==> src/rtl/assert_macros.svh <==
// Assertion helpers shared by the allocator modules.
// Both expect a signal named clk in the calling scope; SADR_ASSERT also expects rst_n.
`ifndef ASSERT_MACROS_SVH
`define ASSERT_MACROS_SVH

// Checked only while out of reset.
`define SADR_ASSERT(lbl, prop, msg) \
  lbl: assert property (@(posedge clk) disable iff (!rst_n) prop) else $error(msg);

// Checked on every edge, reset included.
`define SADR_ASSERT_NR(lbl, prop, msg) \
  lbl: assert property (@(posedge clk) prop) else $error(msg);

`endif

==> src/rtl/sadr_pkg.sv <==
package sadr_pkg;

  localparam int SLOT_COUNT  = 64;
  localparam int MAX_BATCH   = 64;
  localparam int SLOT_W      = $clog2(SLOT_COUNT);
  localparam int CNT_W       = 7;
  localparam int CMD_W       = 2;
  localparam int STS_W       = 2;
  localparam int IN_TDATA_W  = 16;
  localparam int OUT_TDATA_W = 24;

  localparam logic [CNT_W-1:0] THR_RESET = CNT_W'(32);

  typedef enum logic [CMD_W-1:0] {
    CMD_ACQUIRE = 2'd0,
    CMD_RELEASE = 2'd1,
    CMD_REFRESH = 2'd2
  } cmd_t;

  typedef enum logic [STS_W-1:0] {
    STS_OK       = 2'd0,
    STS_SHORT    = 2'd1,
    STS_NOT_USED = 2'd2
  } status_t;

  typedef enum logic [1:0] {
    ST_IDLE,
    ST_PLAN,
    ST_GRANT,
    ST_SINGLE
  } fsm_t;

  // controller -> datapath
  typedef struct packed {
    logic cap;
    logic plan;
    logic grant;
    logic single;
  } dp_cmd_t;

  // datapath -> controller
  typedef struct packed {
    logic req_valid;
    logic multi;
    logic last_grant;
    logic out_free;
  } dp_sts_t;

endpackage

==> src/rtl/slot_allocator_deferred_reclaim_top.sv <==
// Channel | Dir | Signals                          | Contents (lowest bit first)
// in      | in  | in_tvalid/tready/tdata/tuser     | tdata: count[6:0], rel_slot[12:7]; tuser: command
// out     | out | out_tvalid/tready/tdata/tuser/tlast | tdata: granted_slot[5:0], reclaimed[12:6],
//         |     |                                  |   available[19:13]; tuser: status; tlast: last
// cfg     | in  | cfg_valid/ready/data             | data: refresh_threshold, always ready
//
// Steps: the transaction is captured while idle, planned in the planning state, then its results
//   go out one per cycle while the output is free; a release, a refresh or an empty acquire gives one.
// The grant scan is a 64-bit find-first over the open (then waiting) slot mask.
// Reset (rst_n low, synchronous) opens every slot and sets the threshold to 32.
// A stalled output holds the pending result and freezes the scan.
module slot_allocator_deferred_reclaim_top import sadr_pkg::*; (
  input  logic                   clk,
  input  logic                   rst_n,
  input  logic                   in_tvalid,
  output logic                   in_tready,
  input  logic [IN_TDATA_W-1:0]  in_tdata,   // count, rel_slot
  input  logic [CMD_W-1:0]       in_tuser,   // command
  output logic                   out_tvalid,
  input  logic                   out_tready,
  output logic [OUT_TDATA_W-1:0] out_tdata,  // granted_slot, reclaimed, available
  output logic [STS_W-1:0]       out_tuser,  // status
  output logic                   out_tlast,
  input  logic                   cfg_valid,
  output logic                   cfg_ready,
  input  logic [CNT_W-1:0]       cfg_data
);

  dp_cmd_t cmd;
  dp_sts_t sts;

  sadr_ctrl u_ctrl (
    .clk       (clk),
    .rst_n     (rst_n),
    .in_tvalid (in_tvalid),
    .in_tready (in_tready),
    .sts       (sts),
    .cmd       (cmd)
  );

  sadr_dp u_dp (
    .clk        (clk),
    .rst_n      (rst_n),
    .in_tdata   (in_tdata),
    .in_tuser   (in_tuser),
    .cfg_valid  (cfg_valid),
    .cfg_ready  (cfg_ready),
    .cfg_data   (cfg_data),
    .cmd        (cmd),
    .sts        (sts),
    .out_tvalid (out_tvalid),
    .out_tready (out_tready),
    .out_tdata  (out_tdata),
    .out_tuser  (out_tuser),
    .out_tlast  (out_tlast)
  );

endmodule

==> src/rtl/sadr_ctrl.sv <==
`include "assert_macros.svh"

module sadr_ctrl import sadr_pkg::*; (
  input  logic    clk,
  input  logic    rst_n,
  input  logic    in_tvalid,
  output logic    in_tready,
  input  dp_sts_t sts,
  output dp_cmd_t cmd
);

  fsm_t state_r, state_nxt;

  always_comb begin
    state_nxt = state_r;
    unique case (state_r)
      ST_IDLE: begin
        if (in_tvalid) state_nxt = ST_PLAN;
      end
      ST_PLAN: begin
        priority if (!sts.req_valid) state_nxt = ST_IDLE;
        else if (sts.multi)          state_nxt = ST_GRANT;
        else                         state_nxt = ST_SINGLE;
      end
      ST_GRANT: begin
        if (sts.out_free && sts.last_grant) state_nxt = ST_IDLE;
      end
      ST_SINGLE: begin
        if (sts.out_free) state_nxt = ST_IDLE;
      end
      default: state_nxt = ST_IDLE;
    endcase
  end

  always_comb begin
    cmd       = '0;
    in_tready = 1'b0;
    unique case (state_r)
      ST_IDLE: begin
        in_tready = 1'b1;
        cmd.cap   = in_tvalid;
      end
      ST_PLAN:   cmd.plan   = 1'b1;
      ST_GRANT:  cmd.grant  = sts.out_free;
      ST_SINGLE: cmd.single = sts.out_free;
      default: ;
    endcase
  end

  always_ff @(posedge clk) begin
    if (!rst_n) begin
      state_r <= ST_IDLE;
    end else begin
      state_r <= state_nxt;
    end
  end

  `SADR_ASSERT(a_push_free, (cmd.grant || cmd.single) |-> sts.out_free, "push into full output")
  `SADR_ASSERT_NR(a_reset_idle, !rst_n |=> state_r == ST_IDLE, "not idle after reset")

endmodule

==> src/rtl/sadr_dp.sv <==
`include "assert_macros.svh"

module sadr_dp import sadr_pkg::*; (
  input  logic                   clk,
  input  logic                   rst_n,
  input  logic [IN_TDATA_W-1:0]  in_tdata,
  input  logic [CMD_W-1:0]       in_tuser,
  input  logic                   cfg_valid,
  output logic                   cfg_ready,
  input  logic [CNT_W-1:0]       cfg_data,
  input  dp_cmd_t                cmd,
  output dp_sts_t                sts,
  output logic                   out_tvalid,
  input  logic                   out_tready,
  output logic [OUT_TDATA_W-1:0] out_tdata,
  output logic [STS_W-1:0]       out_tuser,
  output logic                   out_tlast
);

  // request
  logic [CMD_W-1:0]      cmd_r;
  logic [CNT_W-1:0]      want_r;
  logic [SLOT_W-1:0]     slot_r;
  logic [CNT_W-1:0]      thr_r;

  // pool state
  logic [SLOT_COUNT-1:0] used_r, used_nxt;
  logic [SLOT_COUNT-1:0] flush_r, flush_nxt;
  logic [CNT_W-1:0]      open_r, open_nxt;
  logic [CNT_W-1:0]      fcnt_r, fcnt_nxt;

  // plan of the current command
  logic [CNT_W-1:0]      remain_r, remain_nxt;
  logic [CNT_W-1:0]      rec_r, rec_nxt;
  logic [CNT_W-1:0]      avail_r, avail_nxt;
  status_t               status_r, status_nxt;
  logic                  reclaim_r, reclaim_nxt;

  // output register
  logic                  out_vld_r;
  logic [SLOT_W-1:0]     o_slot_r;
  status_t               o_status_r;
  logic                  o_last_r;
  logic [CNT_W-1:0]      o_rec_r;
  logic [CNT_W-1:0]      o_avail_r;

  logic [CNT_W-1:0]      in_count;
  logic                  short0;
  logic [CNT_W-1:0]      acq_rec, pool, total;
  logic                  rel_ok, rel_rec;
  logic [SLOT_COUNT-1:0] open_mask, sel_mask;
  logic [SLOT_W-1:0]     pick;
  logic                  out_free, push;

  assign in_count  = in_tdata[CNT_W-1:0];
  assign cfg_ready = 1'b1;

  // Acquire: grants come from open slots first; reclaimed slots only when short.
  always_comb begin
    short0  = open_r < want_r;
    acq_rec = short0 ? fcnt_r : '0;
    pool    = open_r + acq_rec;
    total   = (want_r < pool) ? want_r : pool;
    rel_ok  = (CNT_W'(slot_r) < CNT_W'(SLOT_COUNT)) && used_r[slot_r];
    rel_rec = open_r < thr_r;
  end

  // Scan open slots; once they run out, the waiting slots are the next in line.
  always_comb begin
    open_mask = ~(used_r | flush_r);
    sel_mask  = (|open_mask) ? open_mask : flush_r;
    pick      = '0;
    for (int i = SLOT_COUNT - 1; i >= 0; i--) begin
      if (sel_mask[i]) pick = SLOT_W'(i);
    end
  end

  assign out_free = !out_vld_r || out_tready;
  assign push     = cmd.grant || cmd.single;

  always_comb begin
    sts.req_valid  = (cmd_r == CMD_ACQUIRE) || (cmd_r == CMD_RELEASE) ||
                     (cmd_r == CMD_REFRESH);
    sts.multi      = (cmd_r == CMD_ACQUIRE) && (total != '0);
    sts.last_grant = remain_r == CNT_W'(1);
    sts.out_free   = out_free;
  end

  always_comb begin
    used_nxt    = used_r;
    flush_nxt   = flush_r;
    open_nxt    = open_r;
    fcnt_nxt    = fcnt_r;
    remain_nxt  = remain_r;
    rec_nxt     = rec_r;
    avail_nxt   = avail_r;
    status_nxt  = status_r;
    reclaim_nxt = reclaim_r;
    if (cmd.plan) begin
      unique case (cmd_r)
        CMD_ACQUIRE: begin
          remain_nxt  = total;
          rec_nxt     = acq_rec;
          avail_nxt   = pool - total;
          open_nxt    = pool - total;
          status_nxt  = (total < want_r) ? STS_SHORT : STS_OK;
          reclaim_nxt = short0;
          if (short0) fcnt_nxt = '0;
        end
        CMD_RELEASE: begin
          rec_nxt    = '0;
          avail_nxt  = open_r;
          status_nxt = STS_OK;
          if (rel_ok) begin
            used_nxt[slot_r] = 1'b0;
            if (rel_rec) begin
              flush_nxt = '0;
              rec_nxt   = fcnt_r + CNT_W'(1);
              open_nxt  = open_r + fcnt_r + CNT_W'(1);
              avail_nxt = open_r + fcnt_r + CNT_W'(1);
              fcnt_nxt  = '0;
            end else begin
              flush_nxt[slot_r] = 1'b1;
              fcnt_nxt          = fcnt_r + CNT_W'(1);
            end
          end else begin
            status_nxt = STS_NOT_USED;
          end
        end
        CMD_REFRESH: begin
          flush_nxt  = '0;
          rec_nxt    = fcnt_r;
          open_nxt   = open_r + fcnt_r;
          avail_nxt  = open_r + fcnt_r;
          fcnt_nxt   = '0;
          status_nxt = STS_OK;
        end
        default: ;
      endcase
    end
    if (cmd.grant) begin
      used_nxt[pick]  = 1'b1;
      flush_nxt[pick] = 1'b0;
      remain_nxt      = remain_r - CNT_W'(1);
      // drop whatever waiting slots the reclaim freed but the batch left
      if (remain_r == CNT_W'(1) && reclaim_r) flush_nxt = '0;
    end
  end

  always_ff @(posedge clk) begin
    if (!rst_n) begin
      used_r    <= '0;
      flush_r   <= '0;
      open_r    <= CNT_W'(SLOT_COUNT);
      fcnt_r    <= '0;
      thr_r     <= THR_RESET;
      remain_r  <= '0;
      reclaim_r <= 1'b0;
      out_vld_r <= 1'b0;
    end else begin
      used_r    <= used_nxt;
      flush_r   <= flush_nxt;
      open_r    <= open_nxt;
      fcnt_r    <= fcnt_nxt;
      remain_r  <= remain_nxt;
      reclaim_r <= reclaim_nxt;
      if (cfg_valid && cfg_ready) thr_r <= cfg_data;
      if (push) begin
        out_vld_r <= 1'b1;
      end else if (out_tready) begin
        out_vld_r <= 1'b0;
      end
    end
  end

  always_ff @(posedge clk) begin
    if (cmd.cap) begin
      cmd_r  <= in_tuser;
      want_r <= (in_count > CNT_W'(MAX_BATCH)) ? CNT_W'(MAX_BATCH) : in_count;
      slot_r <= in_tdata[CNT_W +: SLOT_W];
    end
    rec_r    <= rec_nxt;
    avail_r  <= avail_nxt;
    status_r <= status_nxt;
    if (push) begin
      o_slot_r   <= cmd.grant ? pick : '0;
      o_last_r   <= cmd.grant ? (remain_r == CNT_W'(1)) : 1'b1;
      o_status_r <= status_r;
      o_rec_r    <= rec_r;
      o_avail_r  <= avail_r;
    end
  end

  assign out_tvalid = out_vld_r;
  assign out_tlast  = o_last_r;
  assign out_tuser  = o_status_r;
  assign out_tdata  = {(OUT_TDATA_W - 2 * CNT_W - SLOT_W)'(0), o_avail_r, o_rec_r, o_slot_r};

  `SADR_ASSERT(a_pool_bound, (CNT_W+1)'(open_r) + (CNT_W+1)'(fcnt_r) <= (CNT_W+1)'(SLOT_COUNT), "open plus waiting exceeds pool")
  `SADR_ASSERT(a_disjoint, (used_r & flush_r) == '0, "slot both used and waiting")
  `SADR_ASSERT(a_grant_has_slot, cmd.grant |-> (sel_mask != '0), "grant with no candidate slot")

endmodule
==> config.mk <==
export PLATFORM = sky130hd
export DESIGN_NAME = slot_allocator_deferred_reclaim_top
export DESIGN_NICKNAME = d
export VERILOG_FILES = /design/src/rtl/sadr_pkg.sv /design/src/rtl/slot_allocator_deferred_reclaim_top.sv /design/src/rtl/sadr_ctrl.sv /design/src/rtl/sadr_dp.sv
export VERILOG_INCLUDE_DIRS = /design/src /design/src/rtl
export SDC_FILE = /design/constraint.sdc
export NUM_CORES = 1
export LEC_CHECK = 0
export CORE_AREA = 2 2 162 164
export CTS_BUF_LIST = sky130_fd_sc_hd__clkbuf_8 sky130_fd_sc_hd__clkbuf_16
export CTS_CLUSTER_DIAMETER = 100
export CTS_CLUSTER_SIZE = 24
export DETAILED_ROUTE_END_ITERATION = 8
export DIE_AREA = 0 0 164 166
export DONT_BUFFER_PORTS = 1
export PLACE_DENSITY = 0.69
export SLEW_MARGIN = 15
export SYNTH_ARGS = -nofsm -noshare
export SYNTH_HDL_FRONTEND = slang
export SYNTH_SLANG_ARGS = --single-unit
==> constraint.sdc <==
create_clock -name clk -period 12 [get_ports clk]
set_clock_uncertainty 0.15 [all_clocks]
set_input_delay 0 -clock clk [delete_from_list [all_inputs] [get_ports clk]]
set_output_delay 0 -clock clk [all_outputs]
set_load 0.005 [all_outputs]
Yosys cells after proc, flatten, opt, wreduce, memory -nomap -nowiden
Cells that the tools add are included.

operators by class
  add/sub/neg operators = 6
  order comparisons = 9
  equal/unequal tests = 11
  multiplexer cells = 112
  bitwise gates (word level) = 8
  reduce and logical (&&, ||, !) cells = 23

operator list
  operator                                                                             number
  64-bit 2-to-1 mux                                                                    10
  6-bit 2-to-1 mux                                                                     64
  64-bit inverter                                                                      3
  64-bit OR                                                                            3
  64-bit AND                                                                           2
  64-bit one-hot mux with 2 select lines                                               1
  7-bit 2-to-1 mux                                                                     12
  64-bit OR reduction                                                                  1
  7-bit one-hot mux with 3 select lines                                                3
  7-bit less-than comparator                                                           4
  7-bit by 1-bit adder with 7-bit output, second input constant                        2
  7-bit adder                                                                          2
  6-bit by 7-bit less-than comparator with 1-bit output, second input constant         2
  1-bit demux with 6-bit select                                                        2
  6-bit by 1-bit greater-or-equal comparator with 1-bit output, second input constant  2
  1-bit 2-to-1 mux                                                                     12
  2-bit 2-to-1 mux                                                                     5
  2-bit by 1-bit != test with 1-bit output, second input constant                      4
  2-bit one-hot mux with 4 select lines                                                1
  7-bit by 1-bit == test with 1-bit output, second input constant                      1
  7-bit greater-than comparator, second input constant                                 1
  7-bit nonzero test                                                                   1
  7-bit by 1-bit subtractor with 7-bit output, second input constant                   1
  7-bit subtractor                                                                     1
  14 further kinds                                                                     29

word-level totals
  register bits after elaboration = 214
  bits of input ports = 30
  output and inout bits = 30
  logic and storage cells = 189

Depth between registers and ports, before layout
  depth after elaboration = 76
  depth in mapped cells = 31
  gate-level depth less buffers = 30

Hierarchy
A second synthesis with hierarchy kept.

unflattened totals
  cell total of the unflattened synthesis = 1626
  area total of the unflattened synthesis = 13783.2 um^2

modules (own cells, without submodules)
  module     times used  cells an instance  area each (um^2)  sequential area each (um^2)
  sadr_dp    1           1610               13653.1           4784.6
  sadr_ctrl  1           16                 130.1             40.0

Least setup slack after synthesis
OpenSTA, ideal clock, no wires.

  path kind = reg-to-reg
  start point = register u_dp.open_r[1]
  end point = register u_dp.avail_r[6], data pin
  library setup time = 0.258 ns
  data arrival time = 5.604 ns
  data required time = 11.592 ns
  setup slack = 5.988 ns
  stages on the path, launching flop included = 31
  path buffers = 1
  clock period less this slack = 6.012 ns
  cell sequence = dfxtp_1 ha_1 a21o_1 a21o_1 a21oi_1 o21a_1 and2_1 ha_1 fa_1 a21o_1 a21oi_1 o21bai_1 a21oi_1 xnor2_1 xor2_1 ha_1 nand2_1 o21ai_0 clkbuf_1 mux2i_1 inv_1 ha_1 fa_1 nor2b_1 o21ai_0 nand2b_1 a21o_1 a21oi_1 xor2_1 o21ai_0 inv_1

between the ends
  cells in the longest elaborated chain, start to end = 7
  elaborated cells on any way between the ends = 12
  those cells by class = 4 x add/sub; 3 x order compare; 5 x mux

RTL lines
  element                                  RTL line        source
  start, declared                          sadr_dp.sv:29   logic [CNT_W-1:0] open_r, open_nxt;
  start signal, assigned                   sadr_dp.sv:154  open_r <= CNT_W'(SLOT_COUNT);
  start signal, assigned                   sadr_dp.sv:163  open_r <= open_nxt;
  7-bit less-than comparator               sadr_dp.sv:60   short0 = open_r < want_r;
  7-bit 2-to-1 mux                         sadr_dp.sv:61   acq_rec = short0 ? fcnt_r : '0;
  7-bit adder                              sadr_dp.sv:62   pool = open_r + acq_rec;
  7-bit less-than comparator               sadr_dp.sv:63   total = (want_r < pool) ? want_r : pool;
  7-bit 2-to-1 mux                         sadr_dp.sv:63
  7-bit subtractor                         sadr_dp.sv:104  avail_nxt = pool - total;
  7-bit one-hot mux with 3 select lines *  sadr_dp.sv:100  unique case (cmd_r)
  end signal, assigned                     sadr_dp.sv:183  avail_r <= avail_nxt;
  end, declared                            sadr_dp.sv:35   logic [CNT_W-1:0] avail_r, avail_nxt;

Mark *: on every way between the ends. The rest lies on a longest branch, timed or not.
A chain may end at the register's enable or synchronous reset.

Worst setup path after layout
Ends and elaborated chain as after synthesis.

==> run summary <==
VDD IR max - 193 uV
Critical Path Max Stage Delay - 0.58 ns
WS Path Type - flip-flop to flip-flop
Worst EP arrival - 6.80 ns
synth cell count leaders - nor2_1 (165), dfxtp_1 (160), nand2_1 (154), a21oi_1 (107), clkbuf_1 (67)
unrepaired setup endpoints after global routing - no
largest net degree at the start of global routing - 101
#FFs+latches synth - 214
ranking of synthesized cells by area - dfxtp_1 (23%), edfxtp_1 (12%), ha_1 (4.5%)
Max-cap violations - 0
first-pass GRT wire length - 74.1 mm
Post-synth EDFFs - 54
IO buf count - 0
Required @ worst endpoint - 12.10 ns
Worst-path clk slew - 0.10 ns
post-synthesis cell count - 1,654
register cell area after layout - 0.00482 mm2
DRC viols - 0
vias in the first global route - 12,800
Final period util - 55.8%
drt first pass iters - 6
Vias/cell - 6.88
final core utilization - 57.9%
GRT Resource Usage Total - 34.9%
antenna viol nets, final - 0
Critical Path Most Common Cell - a21oi_1
CP Capture Type - flip-flop
post_cts resized - 0
Placed Area - 0.0140 mm2
Starting Density - 53.8%
grt ovf - 0
Leakage - 0.00522 uW
Placement Setup Slack - 5.39 ns
Slew Limit Fails - 0
Chip Width - 164 um
area of the multi-input gates - 0.00837 mm2
failing checks - hold timing
CTS tree - built
Setup violations, final - 0
P&R area growth vs syn - 7.70%
sequential area share after synthesis - 35.0%
Slew headroom - 16.4%
Design Area, Final - 0.0148 mm2
post-DP HPWL - 33.4 mm
Syn Std Cell Area - 0.0138 mm2
status - finished with violations
yosys warns - 0
drt total wl - 48.2 mm
worst setup margin - 5.30 ns
drt wl/cell - 24.4 um
setup TNS - 0 ns
CTS Buf Count - 13
post-synthesis async set-or-reset flop share - 0%
syn avg cell area - 8.33 um2
fillers - 2,303
crit-path max FO - 12
core area - 0.0256 mm2
max frequency - 149 MHz
Tightest Pin Transition - 1.25 ns
Final min period - 6.70 ns
setup repair bufs after CTS - 0
Worst Hold Class - input port to flip-flop
Final Wtd Congestion - 1.02
Hold WS - -0.0000699 ns
crit start category - flip-flop
Pwr Density - 147 mW/mm2
die area - 0.0272 mm2
vias - 13,600
clk buf depth - 3
top-count cell post-synth - nor2_1
area leader, netlist - dfxtp_1
clk sink count - 214
H-Tree Depth - 1
Ports - 60
share of post-route cells with drive strength above 1 - 8.06%
Total Nets Final - 1,713
Die H - 166 um
Top FF cell, synth - dfxtp_1
Initial DRC Count - 1,484
delay-heaviest family, CP - compound AO/OA/AOI/OAI gates
initial antenna violation count - 0
standard-cell row count - 59
share of the synthesized area in the top cell type - 23.3%
slowest CP cell - dfxtp_1
Buffers & Inverters on Critical Path - 2
Root Buffer - clkbuf_16
Unique masters post-synth - 91
Fin. Hold Viols - 1
Clk Latency, worst-skew pair - 0.51 ns
[logic make-up after synthesis]
kind of cell,share of synthesized area [%]
adders and majority gates,4.98
AOI/OAI and AO/OA,27.4
and+or+nand+nor,22.6
DFF,35.0
xor gates and xnor gates,1.69
other,0.0545
muxes,3.34
buffers and inverters,4.92
[power breakdown]
group	internal, uW	total [uW]	switching (uW)
clock network	233	495	263
logic	270	778	507
registers	840	907	66.3
total	1340	2180	836
[through the flow]
step	std cells	total power, uW
floorplan	1657	1440
global placement	1915	1650
detailed placement	1915	1660
CTS	1972	2170
global route	1972	2280
finish	1973	2180
[worst register-to-register path: cells and delay by family, from the launching register on]
| family | cells | cell delay, ns |
|---|---|---|
| AOI/OAI and AO/OA | 15 | 3.09 |
| adders and majority gates | 4 | 1.28 |
| DFF | 1 | 0.58 |
| xor gates and xnor gates | 3 | 0.58 |
| and+or+nand+nor | 3 | 0.50 |
| buffers and inverters | 2 | 0.27 |
[registers in the layout (all words and copies together) (netlist names), 6 cells and up]
signal	cells
u_dp.slot_r	6
u_dp.flush_r	64
u_dp.o_slot_r	6
u_dp.o_rec_r	7
u_dp.rec_r	7
u_dp.used_r	64
u_dp.o_avail_r	7
u_dp.open_r	7
u_dp.remain_r	7
u_dp.thr_r	7
u_dp.avail_r	7
u_dp.want_r	7
u_dp.fcnt_r	7
[metal layers]
layer / wire (um) / up-vias / global-route usage, %
met5: 0 / - / 0
met4: 2890 / 0 / 18.4
met3: 4480 / 188 / 5.82
met2: 22300 / 780 / 56.6
met1: 18500 / 6421 / 44.6
li1: - / 6179 / -
[repair_timing]
item / in CTS / in global routing
setup endpoints to repair: 0 / 0
hold buffers: 35 / 0
hold endpoints to repair: 153 / 0
[layout by cell type, fill, tap and decap left out, drive strengths merged, types with 9 or more instances in the layout]
master       count
edfxtp          54
nor4            40
nand3b          11
nor2           166
or2             14
and2            12
nand3           61
nand2          155
clkbuf          14
ha              50
o211ai          15
a211oi          62
a22o            17
o21ai           66
o22ai           47
dlygate4sd3     34
o21bai          12
a31oi           20
and3            17
nand2b          20
o21a             9
inv             71
o31ai            9
buf             25
nor2b           24
nand4           13
xnor2           17
nor3            51
a31o            23
a22oi           53
a21o            22
a21oi          107
dfxtp          160
mux2i           19
[final timing paths]
path	to	slack, ns	depth (start not counted)	startpoint
min reg2reg	u_dp.o_avail_r[0]$_DFFE_PP_	0.27	0	u_dp.avail_r[0]$_DFFE_PP_
min	u_dp.slot_r[2]$_DFFE_PP_	-0.00007	1	in_tdata[9]
max	u_dp.avail_r[6]$_DFFE_PP_	5.30	27	u_dp.open_r[1]$_SDFFE_PN0P_
max reg2reg	u_dp.avail_r[6]$_DFFE_PP_	5.30	27	u_dp.open_r[1]$_SDFFE_PN0P_
[cell type report]
| class | count | area share [%] |
|---|---|---|
| multi-input combinational | 1276 | 56.4 |
| sequential | 214 | 32.5 |
| timing repair buffer | 59 | 3.70 |
| tap | 335 | 2.83 |
| clock buffer | 14 | 2.29 |
| inverter | 66 | 1.67 |
| clock inverter | 8 | 0.532 |
| antenna | 1 | 0.0169 |
No activity file was read; power rests on OpenSTA's default activity.
